`src/design/dpbd_pkg.sv`:
```
// Shared types and constants for the DAQ packet byte decoder.
package dpbd_pkg;

	// Packet layout.
	localparam int MODULES_PER_PACKET = 4;
	localparam logic [7:0] HEADER_BYTE = 8'h80;
	localparam logic [7:0] FIRST_ADC_BYTE = 8'd9;
	localparam logic [7:0] FIXED_BYTES = 8'd10;
	localparam logic [7:0] BYTES_PER_MODULE = 8'd32;
	localparam logic [7:0] COUNT_MAX = 8'd255;
	localparam logic [3:0] MODULE_MASK = 4'((1 << MODULES_PER_PACKET) - 1);

	// Field widths.
	localparam int BYTE_W = 8;
	localparam int ADC_W = 12;
	localparam int HALF_W = 6;
	localparam int INDEX_W = 6;
	localparam int TIME_W = 42;
	localparam int TIME_GROUP_W = 7;
	localparam int OUT_DATA_W = 80;

	// Kind of result item, carried on the output tuser.
	localparam logic ITEM_ADC = 1'b0;
	localparam logic ITEM_SUMMARY = 1'b1;

	// Summary status codes.
	typedef enum logic [1:0] {
		STATUS_OK         = 2'd0,
		STATUS_BAD_HEADER = 2'd1,
		STATUS_NO_TRIGGER = 2'd2,
		STATUS_BAD_LENGTH = 2'd3
	} status_t;

	// One result item plus a flag saying whether the byte produced one.
	typedef struct packed {
		logic                 produced;
		logic                 item_kind;
		logic [ADC_W-1:0]     adc_sample;
		logic [INDEX_W-1:0]   adc_index;
		status_t              status;
		logic [4:0]           backend_id;
		logic [1:0]           board_id;
		logic [1:0]           fpga_number;
		logic                 chip_number;
		logic [3:0]           trigger_mask;
		logic [2:0]           modules_triggered;
		logic [TIME_W-1:0]    timestamp;
	} result_t;

endpackage

```
`src/design/dpbd_in_reg.sv`:
```
// Input register stage: captures one packet byte per transfer.
module dpbd_in_reg (
	input  logic                       clk,
	input  logic                       arst_n,
	input  logic                       s_tvalid,
	output logic                       s_tready,
	input  logic [dpbd_pkg::BYTE_W-1:0] s_tdata,
	input  logic                       s_tlast,
	input  logic                       out_free,
	output logic                       advance,
	output logic                       valid_s1,
	output logic [dpbd_pkg::BYTE_W-1:0] byte_s1,
	output logic                       eop_s1
);
	import dpbd_pkg::*;

	// The held byte moves on whenever the result register can take its result.
	assign advance  = valid_s1 && out_free;
	assign s_tready = !valid_s1 || out_free;

	// Valid flag of the stage.
	always_ff @(posedge clk or negedge arst_n) begin
		if (!arst_n) begin
			valid_s1 <= 1'b0;
		end else if (s_tready) begin
			valid_s1 <= s_tvalid;
		end
	end

	// Payload of the stage.
	always_ff @(posedge clk) begin
		if (s_tvalid && s_tready) begin
			byte_s1 <= s_tdata;
			eop_s1  <= s_tlast;
		end
	end

endmodule

```
`src/design/dpbd_parser.sv`:
```
// Packet state and the single-pass decode of one byte into a result.
module dpbd_parser (
	input  logic                       clk,
	input  logic                       arst_n,
	input  logic                       advance,
	input  logic [dpbd_pkg::BYTE_W-1:0] byte_s1,
	input  logic                       eop_s1,
	output dpbd_pkg::result_t          result
);
	import dpbd_pkg::*;

	logic [7:0]              byte_count_q;
	logic                    header_bad_q;
	logic [4:0]              backend_q;
	logic [1:0]              board_q;
	logic [1:0]              fpga_q;
	logic                    chip_q;
	logic [3:0]              trigger_q;
	logic [TIME_W-1:0]       time_q;
	logic [HALF_W-1:0]       upper_q;
	logic [INDEX_W-1:0]      value_count_q;

	logic [7:0]              byte_count_d;
	logic                    header_bad_d;
	logic [4:0]              backend_d;
	logic [1:0]              board_d;
	logic [1:0]              fpga_d;
	logic                    chip_d;
	logic [3:0]              trigger_d;
	logic [TIME_W-1:0]       time_d;
	logic [HALF_W-1:0]       upper_d;
	logic [INDEX_W-1:0]      value_count_d;
	logic [2:0]              nmod;
	logic [7:0]              expected_len;
	status_t                 status;

	// Decode one byte against the packet state; the summary uses the updated state.
	always_comb begin
		byte_count_d  = byte_count_q;
		header_bad_d  = header_bad_q;
		backend_d     = backend_q;
		board_d       = board_q;
		fpga_d        = fpga_q;
		chip_d        = chip_q;
		trigger_d     = trigger_q;
		time_d        = time_q;
		upper_d       = upper_q;
		value_count_d = value_count_q;
		result        = '0;

		if (byte_count_q == 8'd0) begin
			header_bad_d  = (byte_s1 != HEADER_BYTE);
			backend_d     = '0;
			board_d       = '0;
			fpga_d        = '0;
			chip_d        = 1'b0;
			trigger_d     = '0;
			time_d        = '0;
			upper_d       = '0;
			value_count_d = '0;
		end else if (byte_count_q == 8'd1) begin
			backend_d = byte_s1[6:2];
			board_d   = byte_s1[1:0];
		end else if (byte_count_q == 8'd2) begin
			fpga_d    = byte_s1[5:4];
			chip_d    = byte_s1[6];
			trigger_d = byte_s1[3:0] & MODULE_MASK;
		end else if (byte_count_q < FIRST_ADC_BYTE) begin
			time_d = {time_q[TIME_W-TIME_GROUP_W-1:0], byte_s1[TIME_GROUP_W-1:0]};
		end else if (!eop_s1 && byte_count_q < COUNT_MAX) begin
			// Odd positions carry the upper half, even positions complete a value.
			if (byte_count_q[0]) begin
				upper_d = byte_s1[HALF_W-1:0];
			end else begin
				if (!header_bad_q && trigger_q != 4'd0) begin
					result.produced   = 1'b1;
					result.item_kind  = ITEM_ADC;
					result.adc_sample = {upper_q, byte_s1[HALF_W-1:0]};
					result.adc_index  = value_count_q;
				end
				value_count_d = value_count_q + INDEX_W'(1);
			end
		end

		if (byte_count_q != COUNT_MAX) begin
			byte_count_d = byte_count_q + 8'd1;
		end

		nmod = 3'({2'b0, trigger_d[0]} + {2'b0, trigger_d[1]}
			+ {2'b0, trigger_d[2]} + {2'b0, trigger_d[3]});
		expected_len = FIXED_BYTES + 8'(BYTES_PER_MODULE * {5'b0, nmod});

		if (header_bad_d) begin
			status = STATUS_BAD_HEADER;
		end else if (trigger_d == 4'd0) begin
			status = STATUS_NO_TRIGGER;
		end else if (byte_count_d != expected_len) begin
			status = STATUS_BAD_LENGTH;
		end else begin
			status = STATUS_OK;
		end

		// Summary on the end mark, then the packet state starts over.
		if (eop_s1) begin
			result           = '0;
			result.produced  = 1'b1;
			result.item_kind = ITEM_SUMMARY;
			result.status    = status;
			if (status != STATUS_BAD_HEADER) begin
				result.backend_id  = backend_d;
				result.board_id    = board_d;
				result.fpga_number = fpga_d;
				result.chip_number = chip_d;
			end
			if (status == STATUS_OK || status == STATUS_BAD_LENGTH) begin
				result.trigger_mask      = trigger_d;
				result.modules_triggered = nmod;
			end
			if (status == STATUS_OK) begin
				result.timestamp = time_d;
			end
			byte_count_d  = '0;
			header_bad_d  = 1'b0;
			backend_d     = '0;
			board_d       = '0;
			fpga_d        = '0;
			chip_d        = 1'b0;
			trigger_d     = '0;
			time_d        = '0;
			upper_d       = '0;
			value_count_d = '0;
		end
	end

	// Packet state, updated as each byte leaves the input stage.
	always_ff @(posedge clk or negedge arst_n) begin
		if (!arst_n) begin
			byte_count_q  <= '0;
			header_bad_q  <= 1'b0;
			backend_q     <= '0;
			board_q       <= '0;
			fpga_q        <= '0;
			chip_q        <= 1'b0;
			trigger_q     <= '0;
			time_q        <= '0;
			upper_q       <= '0;
			value_count_q <= '0;
		end else if (advance) begin
			byte_count_q  <= byte_count_d;
			header_bad_q  <= header_bad_d;
			backend_q     <= backend_d;
			board_q       <= board_d;
			fpga_q        <= fpga_d;
			chip_q        <= chip_d;
			trigger_q     <= trigger_d;
			time_q        <= time_d;
			upper_q       <= upper_d;
			value_count_q <= value_count_d;
		end
	end

endmodule

```
`src/design/dpbd_out_reg.sv`:
```
// Result register: holds one result item until the downstream transfer.
module dpbd_out_reg (
	input  logic                            clk,
	input  logic                            arst_n,
	input  logic                            advance,
	input  dpbd_pkg::result_t               result,
	output logic                            out_free,
	output logic                            m_tvalid,
	input  logic                            m_tready,
	output logic [dpbd_pkg::OUT_DATA_W-1:0] m_tdata,
	output logic                            m_tuser
);
	import dpbd_pkg::*;

	logic    valid_q;
	result_t item_q;

	// The register can load when empty or when its item leaves this cycle.
	assign out_free = !valid_q || m_tready;

	always_ff @(posedge clk or negedge arst_n) begin
		if (!arst_n) begin
			valid_q <= 1'b0;
		end else if (out_free) begin
			valid_q <= advance && result.produced;
		end
	end

	always_ff @(posedge clk) begin
		if (advance && out_free) begin
			item_q <= result;
		end
	end

	// Pack the fields, lowest first, one pad bit at the top.
	assign m_tvalid = valid_q;
	assign m_tuser  = item_q.item_kind;
	assign m_tdata  = {1'b0, item_q.timestamp, item_q.modules_triggered,
		item_q.trigger_mask, item_q.chip_number, item_q.fpga_number,
		item_q.board_id, item_q.backend_id, item_q.status,
		item_q.adc_index, item_q.adc_sample};

endmodule

```
`src/design/daq_packet_byte_decoder.sv`:
```
// Top level of the DAQ packet byte decoder.
//
//   Channel | Direction | Contents
//   s_      | in        | tdata[7:0] byte_value, tlast end_of_packet
//   m_      | out       | tuser item_kind; tdata fields listed at the port
//
// One byte is taken every cycle unless the output stalls while the result
// register is full. A byte is held in the input register while the parser
// decodes it; its result, if any, is loaded into the result register as the
// byte leaves the input register, and is offered from the result register.
// Reset clears the packet state and both valid flags. A stall on the output
// stops the input stage only while the result register is full.
module daq_packet_byte_decoder (
	input  logic                            clk,
	input  logic                            arst_n,
	input  logic                            s_tvalid,
	output logic                            s_tready,
	input  logic [7:0]                      s_tdata,  // [7:0] byte_value
	input  logic                            s_tlast,  // end_of_packet
	output logic                            m_tvalid,
	input  logic                            m_tready,
	// [11:0] adc_sample, [17:12] adc_index, [19:18] status,
	// [24:20] backend_id, [26:25] board_id, [28:27] fpga_number,
	// [29] chip_number, [33:30] trigger_mask, [36:34] modules_triggered,
	// [78:37] timestamp, [79] zero
	output logic [dpbd_pkg::OUT_DATA_W-1:0] m_tdata,
	output logic                            m_tuser   // [0] item_kind
);
	import dpbd_pkg::*;

	logic                 out_free;
	logic                 advance;
	logic                 valid_s1;
	logic [BYTE_W-1:0]    byte_s1;
	logic                 eop_s1;
	result_t              result;

	dpbd_in_reg u_in_reg (
		.clk      (clk),
		.arst_n   (arst_n),
		.s_tvalid (s_tvalid),
		.s_tready (s_tready),
		.s_tdata  (s_tdata),
		.s_tlast  (s_tlast),
		.out_free (out_free),
		.advance  (advance),
		.valid_s1 (valid_s1),
		.byte_s1  (byte_s1),
		.eop_s1   (eop_s1)
	);

	dpbd_parser u_parser (
		.clk     (clk),
		.arst_n  (arst_n),
		.advance (advance),
		.byte_s1 (byte_s1),
		.eop_s1  (eop_s1),
		.result  (result)
	);

	dpbd_out_reg u_out_reg (
		.clk      (clk),
		.arst_n   (arst_n),
		.advance  (advance),
		.result   (result),
		.out_free (out_free),
		.m_tvalid (m_tvalid),
		.m_tready (m_tready),
		.m_tdata  (m_tdata),
		.m_tuser  (m_tuser)
	);

	// An ADC item carries only its value and index.
	assert property (@(posedge clk) disable iff (!arst_n)
		m_tvalid && m_tuser == ITEM_ADC |-> m_tdata[78:18] == '0)
	else $error("ADC item carries summary fields");

	// A summary never carries ADC value or index.
	assert property (@(posedge clk) disable iff (!arst_n)
		m_tvalid && m_tuser == ITEM_SUMMARY |-> m_tdata[17:0] == '0)
	else $error("summary item carries ADC fields");

	// A bad-header summary reports no information fields.
	assert property (@(posedge clk) disable iff (!arst_n)
		m_tvalid && m_tuser == ITEM_SUMMARY && m_tdata[19:18] == STATUS_BAD_HEADER
		|-> m_tdata[78:20] == '0)
	else $error("bad-header summary reports fields");

	// The module count always matches the reported trigger mask.
	assert property (@(posedge clk) disable iff (!arst_n)
		m_tvalid |-> $countones(m_tdata[33:30]) == int'(m_tdata[36:34]))
	else $error("module count does not match trigger mask");

	// The input stage only holds its byte while the result register is stalled.
	assert property (@(posedge clk) disable iff (!arst_n)
		valid_s1 && !advance |-> m_tvalid && !m_tready)
	else $error("input stage stalled without output stall");

endmodule
```
`config.mk`:
```
export PLATFORM = sky130hd
export DESIGN_NAME = daq_packet_byte_decoder
export DESIGN_NICKNAME = d
export VERILOG_FILES = /design/src/design/dpbd_pkg.sv /design/src/design/dpbd_in_reg.sv /design/src/design/dpbd_parser.sv /design/src/design/dpbd_out_reg.sv /design/src/design/daq_packet_byte_decoder.sv
export SDC_FILE = /design/constraint.sdc
export NUM_CORES = 1
export LEC_CHECK = 0
export BUFFER_PORTS_ARGS = -buffer_cell sky130_fd_sc_hd__buf_4
export CAP_MARGIN = 20
export CELL_PAD_IN_SITES_DETAIL_PLACEMENT = 1
export CELL_PAD_IN_SITES_GLOBAL_PLACEMENT = 1
export CORE_ASPECT_RATIO = 0.75
export CORE_UTILIZATION = 46
export CTS_CLUSTER_DIAMETER = 50
export DETAILED_ROUTE_END_ITERATION = 8
export GPL_TIMING_DRIVEN = 0
export PLACE_DENSITY_LB_ADDON = 0.1
export SYNTH_ARGS = -nofsm -noshare
export SYNTH_HDL_FRONTEND = slang
export SYNTH_HIERARCHICAL = 1
export SYNTH_SLANG_ARGS = --single-unit
```
`constraint.sdc`:
```
create_clock -name clk -period 4.6 [get_ports clk]
set_clock_uncertainty 0.05 [all_clocks]
set_input_delay 0.23 -clock clk [delete_from_list [all_inputs] [get_ports clk]]
set_output_delay 0.23 -clock clk [all_outputs]
set_load 0.01 [all_outputs]
```
# Yosys cells after proc, flatten, opt, wreduce, memory -nomap -nowiden
# Index checks and enable logic that the tools add are counted.
dict set report totals {
  reg_bits 168
  in_bits 13
  out_inout_bits 83
  wordCells 126
}
dict set report classes {
  add_sub_neg 6
  magnitude_cmp 2
  eq_ne 11
  muxes 55
  bitwise_logic 2
  n_reduce_logical 25
}
# op count
set ops {}
lappend ops {{42-bit 2-to-1 mux} 6}
lappend ops {{20-bit 2-to-1 mux} 7}
lappend ops {{6-bit 2-to-1 mux} 14}
lappend ops {{81-bit 2-to-1 mux} 1}
lappend ops {{2-bit 2-to-1 mux} 10}
lappend ops {{4-bit 2-to-1 mux} 4}
lappend ops {{8-bit 2-to-1 mux} 2}
lappend ops {{8-bit inequality test, second input constant} 2}
lappend ops {{5-bit 2-to-1 mux} 3}
lappend ops {{6-bit AND reduction} 2}
lappend ops {{10-bit 2-to-1 mux} 1}
lappend ops {{3-bit by 2-bit inequality test with 1-bit output, second input constant} 3}
lappend ops {{4-bit by 8-bit adder with 8-bit output, first input constant} 1}
lappend ops {{8-bit by 1-bit adder with 8-bit output, second input constant} 1}
lappend ops {{8-bit by 1-bit equality test with 1-bit output, second input constant} 1}
lappend ops {{8-bit by 2-bit equality test with 1-bit output, second input constant} 1}
lappend ops {{8-bit zero test} 1}
lappend ops {{8-bit by 4-bit less-than comparator with 1-bit output, second input constant} 1}
lappend ops {{8-bit less-than comparator, second input constant} 1}
lappend ops {{8-bit inequality test} 1}
lappend ops {{8-bit OR reduction} 1}
lappend ops {{7-bit 2-to-1 mux} 1}
lappend ops {{3-bit by 1-bit adder with 3-bit output} 2}
lappend ops {{6-bit by 1-bit adder with 6-bit output, second input constant} 1}
lappend ops {{other kinds (14)} 33}

# Depth between registers and ports, before layout
dict set report depth {
  depth_word 17
  mapped_depth 20
  mapped_depth_nobuf 17
}

# By module
# The synthesis kept the hierarchy.
# module instances cells_each area_per_inst_um2 seq_area_each_um2
set modules_own_cells {}
lappend modules_own_cells {dpbd_parser 1 530 4685.7 1926.8}
lappend modules_own_cells {dpbd_out_reg 1 87 2468.6 2427.3}
lappend modules_own_cells {dpbd_in_reg 1 14 330.3 295.3}

# Worst setup path before layout
# Ideal clock, no wire load.
dict set report synth_timing {
  path_kind {reg-to-reg}
  start {register u_parser.byte_count_q[0]}
  end {register u_out_reg.item_q, in the netlist u_out_reg/m_tdata[39], data pin}
  setup_time_ns 0.147
  t_arrival_ns 4.053
  required_time_ns 4.403
  setup_slack_ns 0.351
  stages_incl_launch_ff 21
  path_buffers 3
  synth_period_minus_slack_ns 4.249
  cell_sequence {dfrtp_1 -> buf_2 -> inv_1 -> ha_1 -> nor2b_1 -> and3_1 -> buf_4 -> mux2_2 -> nand2_1 -> fa_1 -> inv_1 -> ha_1 -> ha_1 -> o211a_1 -> a2111oi_0 -> and3_1 -> a22o_1 -> ha_1 -> nand3_1 -> clkbuf_1 -> a21oi_1}
}
dict set report synth_between {
  elab_chain_len 14
  word_cells_on_any_way 26
  classes_between {add/sub: 5; order compare: 1; eq/ne: 4; mux: 12; reduce/logical: 4}
}
# element line
set synth_lines {}
lappend synth_lines {{from (decl)} dpbd_parser.sv:12} ;# logic [7:0] byte_count_q;
lappend synth_lines {{from (signal assigned)} dpbd_parser.sv:149} ;# byte_count_q <= byte_count_d;
lappend synth_lines {{8-bit by 2-bit equality test with 1-bit output} dpbd_parser.sv:64} ;# end else if (byte_count_q == 8'd2) begin
lappend synth_lines {{4-bit 2-to-1 mux} dpbd_parser.sv:64}
lappend synth_lines {{4-bit 2-to-1 mux} dpbd_parser.sv:61} ;# end else if (byte_count_q == 8'd1) begin
lappend synth_lines {{4-bit 2-to-1 mux} dpbd_parser.sv:51} ;# if (byte_count_q == 8'd0) begin
lappend synth_lines {{1-bit by 1-bit adder with 2-bit output} dpbd_parser.sv:89} ;# nmod = 3'({2'b0, trigger_d[0]} + {2'b0, trigger_d[1]}
lappend synth_lines {{3-bit by 1-bit adder with 3-bit output (2 in a row)} dpbd_parser.sv:90} ;# + {2'b0, trigger_d[2]} + {2'b0, trigger_d[3]});
lappend synth_lines {{4-bit by 8-bit adder with 8-bit output} dpbd_parser.sv:91} ;# expected_len = FIXED_BYTES + 8'(BYTES_PER_MODULE * {5'b0, nmod});
lappend synth_lines {{8-bit inequality test} dpbd_parser.sv:97} ;# end else if (byte_count_d != expected_len) begin
lappend synth_lines {{2-bit 2-to-1 mux} dpbd_parser.sv:97}
lappend synth_lines {{2-bit 2-to-1 mux} dpbd_parser.sv:95} ;# end else if (trigger_d == 4'd0) begin
lappend synth_lines {{2-bit 2-to-1 mux} dpbd_parser.sv:93} ;# if (header_bad_d) begin
lappend synth_lines {{2-bit zero test} dpbd_parser.sv:119} ;# if (status == STATUS_OK) begin
lappend synth_lines {{2-bit AND reduction (no line)} n/a}
lappend synth_lines {{to (signal assigned)} dpbd_out_reg.sv:31} ;# item_q <= result;
lappend synth_lines {{to (decl)} dpbd_out_reg.sv:16} ;# result_t item_q;
# Parallel ways exist; a longest one is shown, timed or not.
# A chain may end at the register's enable or synchronous reset.

# Worst setup path after layout
dict set report layout_timing {
  start {register u_parser.byte_count_q[0]}
  end {register u_out_reg.item_q, in the netlist u_out_reg/m_tdata[78], data pin}
}
# The elaborated chain is that of the path after synthesis.

==> flow_summary.yaml <==
detailed_routing:
  avgViaCountPerCell: 5.89
  ant_nets: 0
  drc: 0
  wl_mm: 21.5
  first_pass_iters: 5
  vias: 5838
  wl_per_cell_um: 21.6
  drt_iter0_drc: 503
finish:
  diodes: 0
  nFillCells: 1594
  layoutNonFillerInstCount: 991
  utilization_pct: 61.5
  fin_area_um2: 9570
  synthToLayoutAreaGrowth_pct: 27.9
  drive_gt1_share_pct: 28.1
  nets: 799
logic_synthesis:
  synth_area_um2: 7480
  ys_seq_area_share_pct: 62.1
  ys.flop_type: "edfxtp_1"
  async_reset_ff_share_pct: 47.0
  avgSynthCellArea_um2: 11.9
  yosysWarningCount: 6
  syn-instance-count: 631
  yosysTopAreaCell: "edfxtp_1"
  synthTopCellsByArea: "edfxtp_1 (36%), dfrtp_1 (26%), a22o_1 (6.0%)"
  syn_nets: 657
  ys_ff_latch: 168
  synth-edff-count: 89
  netlist.area_leader.share_pct: 35.7
  synth_cell_types: 67
grt:
  grt_pass1_vias: 5799
  grt_max_degree: 81
  grt_util_all_layers_pct: 26.9
  grt_pass1_wl_mm: 33.5
  antenna_found_initial: 0
  grt_overflow: 0
floorplanning:
  row_count: 39
  core_area_um2: 15600
  ioPinCount: 96
  fp.dieH_um: 112
  dieArea_um2: 16800
  initial_core_util_pct: 48.1
  die_w_um: 149
clocking:
  cts.clk_slew.worst_paths_ns: 0.07
  clkSinkCount: 168
  cts_tree: "built"
  cts_buffer_depth: 2
  clkLatencyLatePin_ns: 0.43
  cts_made_buffers: 17
  cts_root_buffer: "clkbuf_16"
  cts-htree-levels: 4
sta:
  relSlewSlack_pct: 30.5
  post-route-period-util_pct: 95.9
  clock.fmax_mhz: 227
  worst_slew_pin_slew_ns: 1.03
  fin_crit_ns: 4.41
  fin_ws_ns: 0.188
  finalSetupViolations: 0
  hold_viol: 0
  slew_viol_final: 0
setup_path:
  r2r_end: "u_out_reg/m_tdata[78]$_DFFE_PP_"
  slowest_stage: "fa_1"
  rr_startpoint: "u_parser/byte_count_q[0]$_DFFE_PN0P_"
  worstSetupPathType: "flop to flop"
  cp_cell_sequence: "buf_6 > inv_4 > ha_1 > nor2b_4 > and3_1 > buf_6 > mux2_2 > nand2_2 > fa_1 > inv_1 > ha_1 > ha_4 > o211a_1 > a2111oi_4 > and2_4 > a31o_2 > ha_4 > nand3_4 > clkbuf_16 > a21oi_1"
  critPathLaunchType: "flop"
  cp.required_ns: 4.82
  worstRegToRegCells: 20
  arrival_ns: 4.63
  cp-end-kind: "flop"
  slowest_delay_ns: 0.53
  worstPathMaxFanout: 6
  reg2reg_slack_ns: 0.19
worst_hold_path:
  hp-start: "m_tready"
  hp-class: "input port to flop"
  hold_path_end: "u_out_reg/m_tvalid$_DFFE_PN0P_"
  worstHoldPathCells: 3
place:
  placed_area_um2: 8450
  dp_cells: 930
  dp_hpwl_mm: 13.8
  preCtsSetupSlack_ns: -0.623
  port_buffers: 94
  place_congestion: 0.836
pwr:
  ir_drop_mv: 0.304
  p_total_mw: 4.20
  power_density_nw_per_um2: 439
  p_leak_nw: 3.93
run:
  drv_cap: 0
outcome:
  outcome: "finished clean"
## cell type report
type / count / area, µm² / share of cell area (%)
Buffer: 41 / 264 / 2.76
Multi-Input combinational cell: 410 / 2730 / 28.6
Inverter: 13 / 51.3 / 0.536
Sequential cell: 168 / 4650 / 48.6
Clock inverter: 14 / 190 / 1.99
Clock buffer: 18 / 429 / 4.48
Tap cell: 205 / 256 / 2.68
Timing Repair Buffer: 122 / 993 / 10.4
## cell usage in the layout (no fill, tap or decap), drive strengths merged, types with 3 or more instances in the layout
master,netlist,final
nor4,6,6
o21ai,18,18
a22o,51,51
nand3,14,15
clkbuf,30,49
nor2,25,25
a32o,3,3
and3,7,7
buf,11,121
a31o,3,3
edfxtp,89,89
dlygate4sd3,0,11
and4,3,3
o41ai,3,3
nand2b,7,7
inv,11,16
mux2i,12,12
and2,23,23
a221oi,3,3
o211ai,3,3
nand2,114,114
clkinv,2,6
nor3,6,6
o2bb2ai,9,9
a31oi,3,3
a21oi,50,50
dfrtp,79,79
bufinv,0,3
ha,12,12
## registers in the layout, summed over array words and instances, names as in the netlist, 2 cells and up
signal and flops:
u_parser/byte_count_q 8, u_parser/value_count_q 6, u_parser/fpga_q 2, u_out_reg/m_tdata 79, u_parser/trigger_q 4, u_parser/upper_q 6
u_parser/time_q 42, u_parser/backend_q 5, u_parser/board_q 2, u_in_reg/byte_s1 8
## synth_stat cells (all sizes together) (3+ instances only)
cell     instances
nand2          114
edfxtp          89
dfrtp           79
a22o            51
a21oi           50
clkbuf          30
nor2            25
and2            23
o21ai           18
nand3           14
ha              12
mux2i           12
buf             11
inv             11
o2bb2ai          9
and3             7
nand2b           7
nor3             6
nor4             6
a221oi           3
a31o             3
a31oi            3
a32o             3
and4             3
o211ai           3
o41ai            3
## per-stage QoR
stage,setup TNS (ns),hold slack [ns]
after floorplan,0,-0.116
after global placement,-22.05,0.358
after detailed placement,-27.75,0.360
final,0,0.0209
after global routing,-0.0174,0.00943
after CTS,0,0.00865
## where the power goes
part           total [mW]  internal [mW]  switching, mW
Combinational       0.928          0.333          0.596
Sequential           1.77           1.71         0.0663
Clock                1.50          0.870          0.631
Total                4.20           2.91           1.29
## cells by family (layout without fill, tap and decap cells)
logic type	Yosys count	after routing	share of synthesized area, %
buf+inv	54	208	3.16
compound gates	163	163	15.8
fa+ha+maj	13	13	2.27
mux	14	14	1.91
other cells	1	1	0.0501
simple gates	218	219	14.7
flops	168	168	62.1
## worst max-delay path by stage
stage | startpoint | to | slack (ns) | cells past startpoint
2_1_floorplan | u_parser/byte_count_q[0]$_DFFE_PN0P_ | u_out_reg/m_tdata[39]$_DFFE_PP_ | 0.35 | 20
3_5_place_dp | u_parser/byte_count_q[0]$_DFFE_PN0P_ | u_out_reg/m_tdata[45]$_DFFE_PP_ | -0.62 | 19
3_3_place_gp | u_parser/byte_count_q[0]$_DFFE_PN0P_ | u_out_reg/m_tdata[76]$_DFFE_PP_ | -0.53 | 19
4_1_cts | u_parser/byte_count_q[0]$_DFFE_PN0P_ | u_out_reg/m_tdata[43]$_DFFE_PP_ | 0.006 | 20
5_1_grt | u_parser/byte_count_q[0]$_DFFE_PN0P_ | u_out_reg/m_tdata[78]$_DFFE_PP_ | -0.006 | 20
6_report | u_parser/byte_count_q[0]$_DFFE_PN0P_ | u_out_reg/m_tdata[78]$_DFFE_PP_ | 0.19 | 20
## critical path: cells and delay by family, from the launching register on
| family | cells | cell delay, ns |
|---|---|---|
| mux | 1 | 0.22 |
| compound gates | 4 | 0.84 |
| flops | 1 | 0.38 |
| buf+inv | 5 | 0.61 |
| fa+ha+maj | 5 | 1.34 |
| simple gates | 5 | 0.81 |
## timing repair
action,CTS,global route
resized for setup,34,18
gates cloned,5,0
endpoints found under the setup margin,59,59
buffers inserted,5,5
hold buffers,11,0
pin swaps,3,5
endpoints found under the hold margin,89,0
## routing by layer
layer	global-route usage [%]	share of wire, %	vias to the layer above	routed length [µm]
li1	-	-	2607	-
met1	38.5	45	2996	9640
met2	42.2	48	214	10400
met3	4.63	5.6	21	1200
met4	7.82	1.2	0	264
met5	0	0	-	0
(Power assumes the default switching activity.)
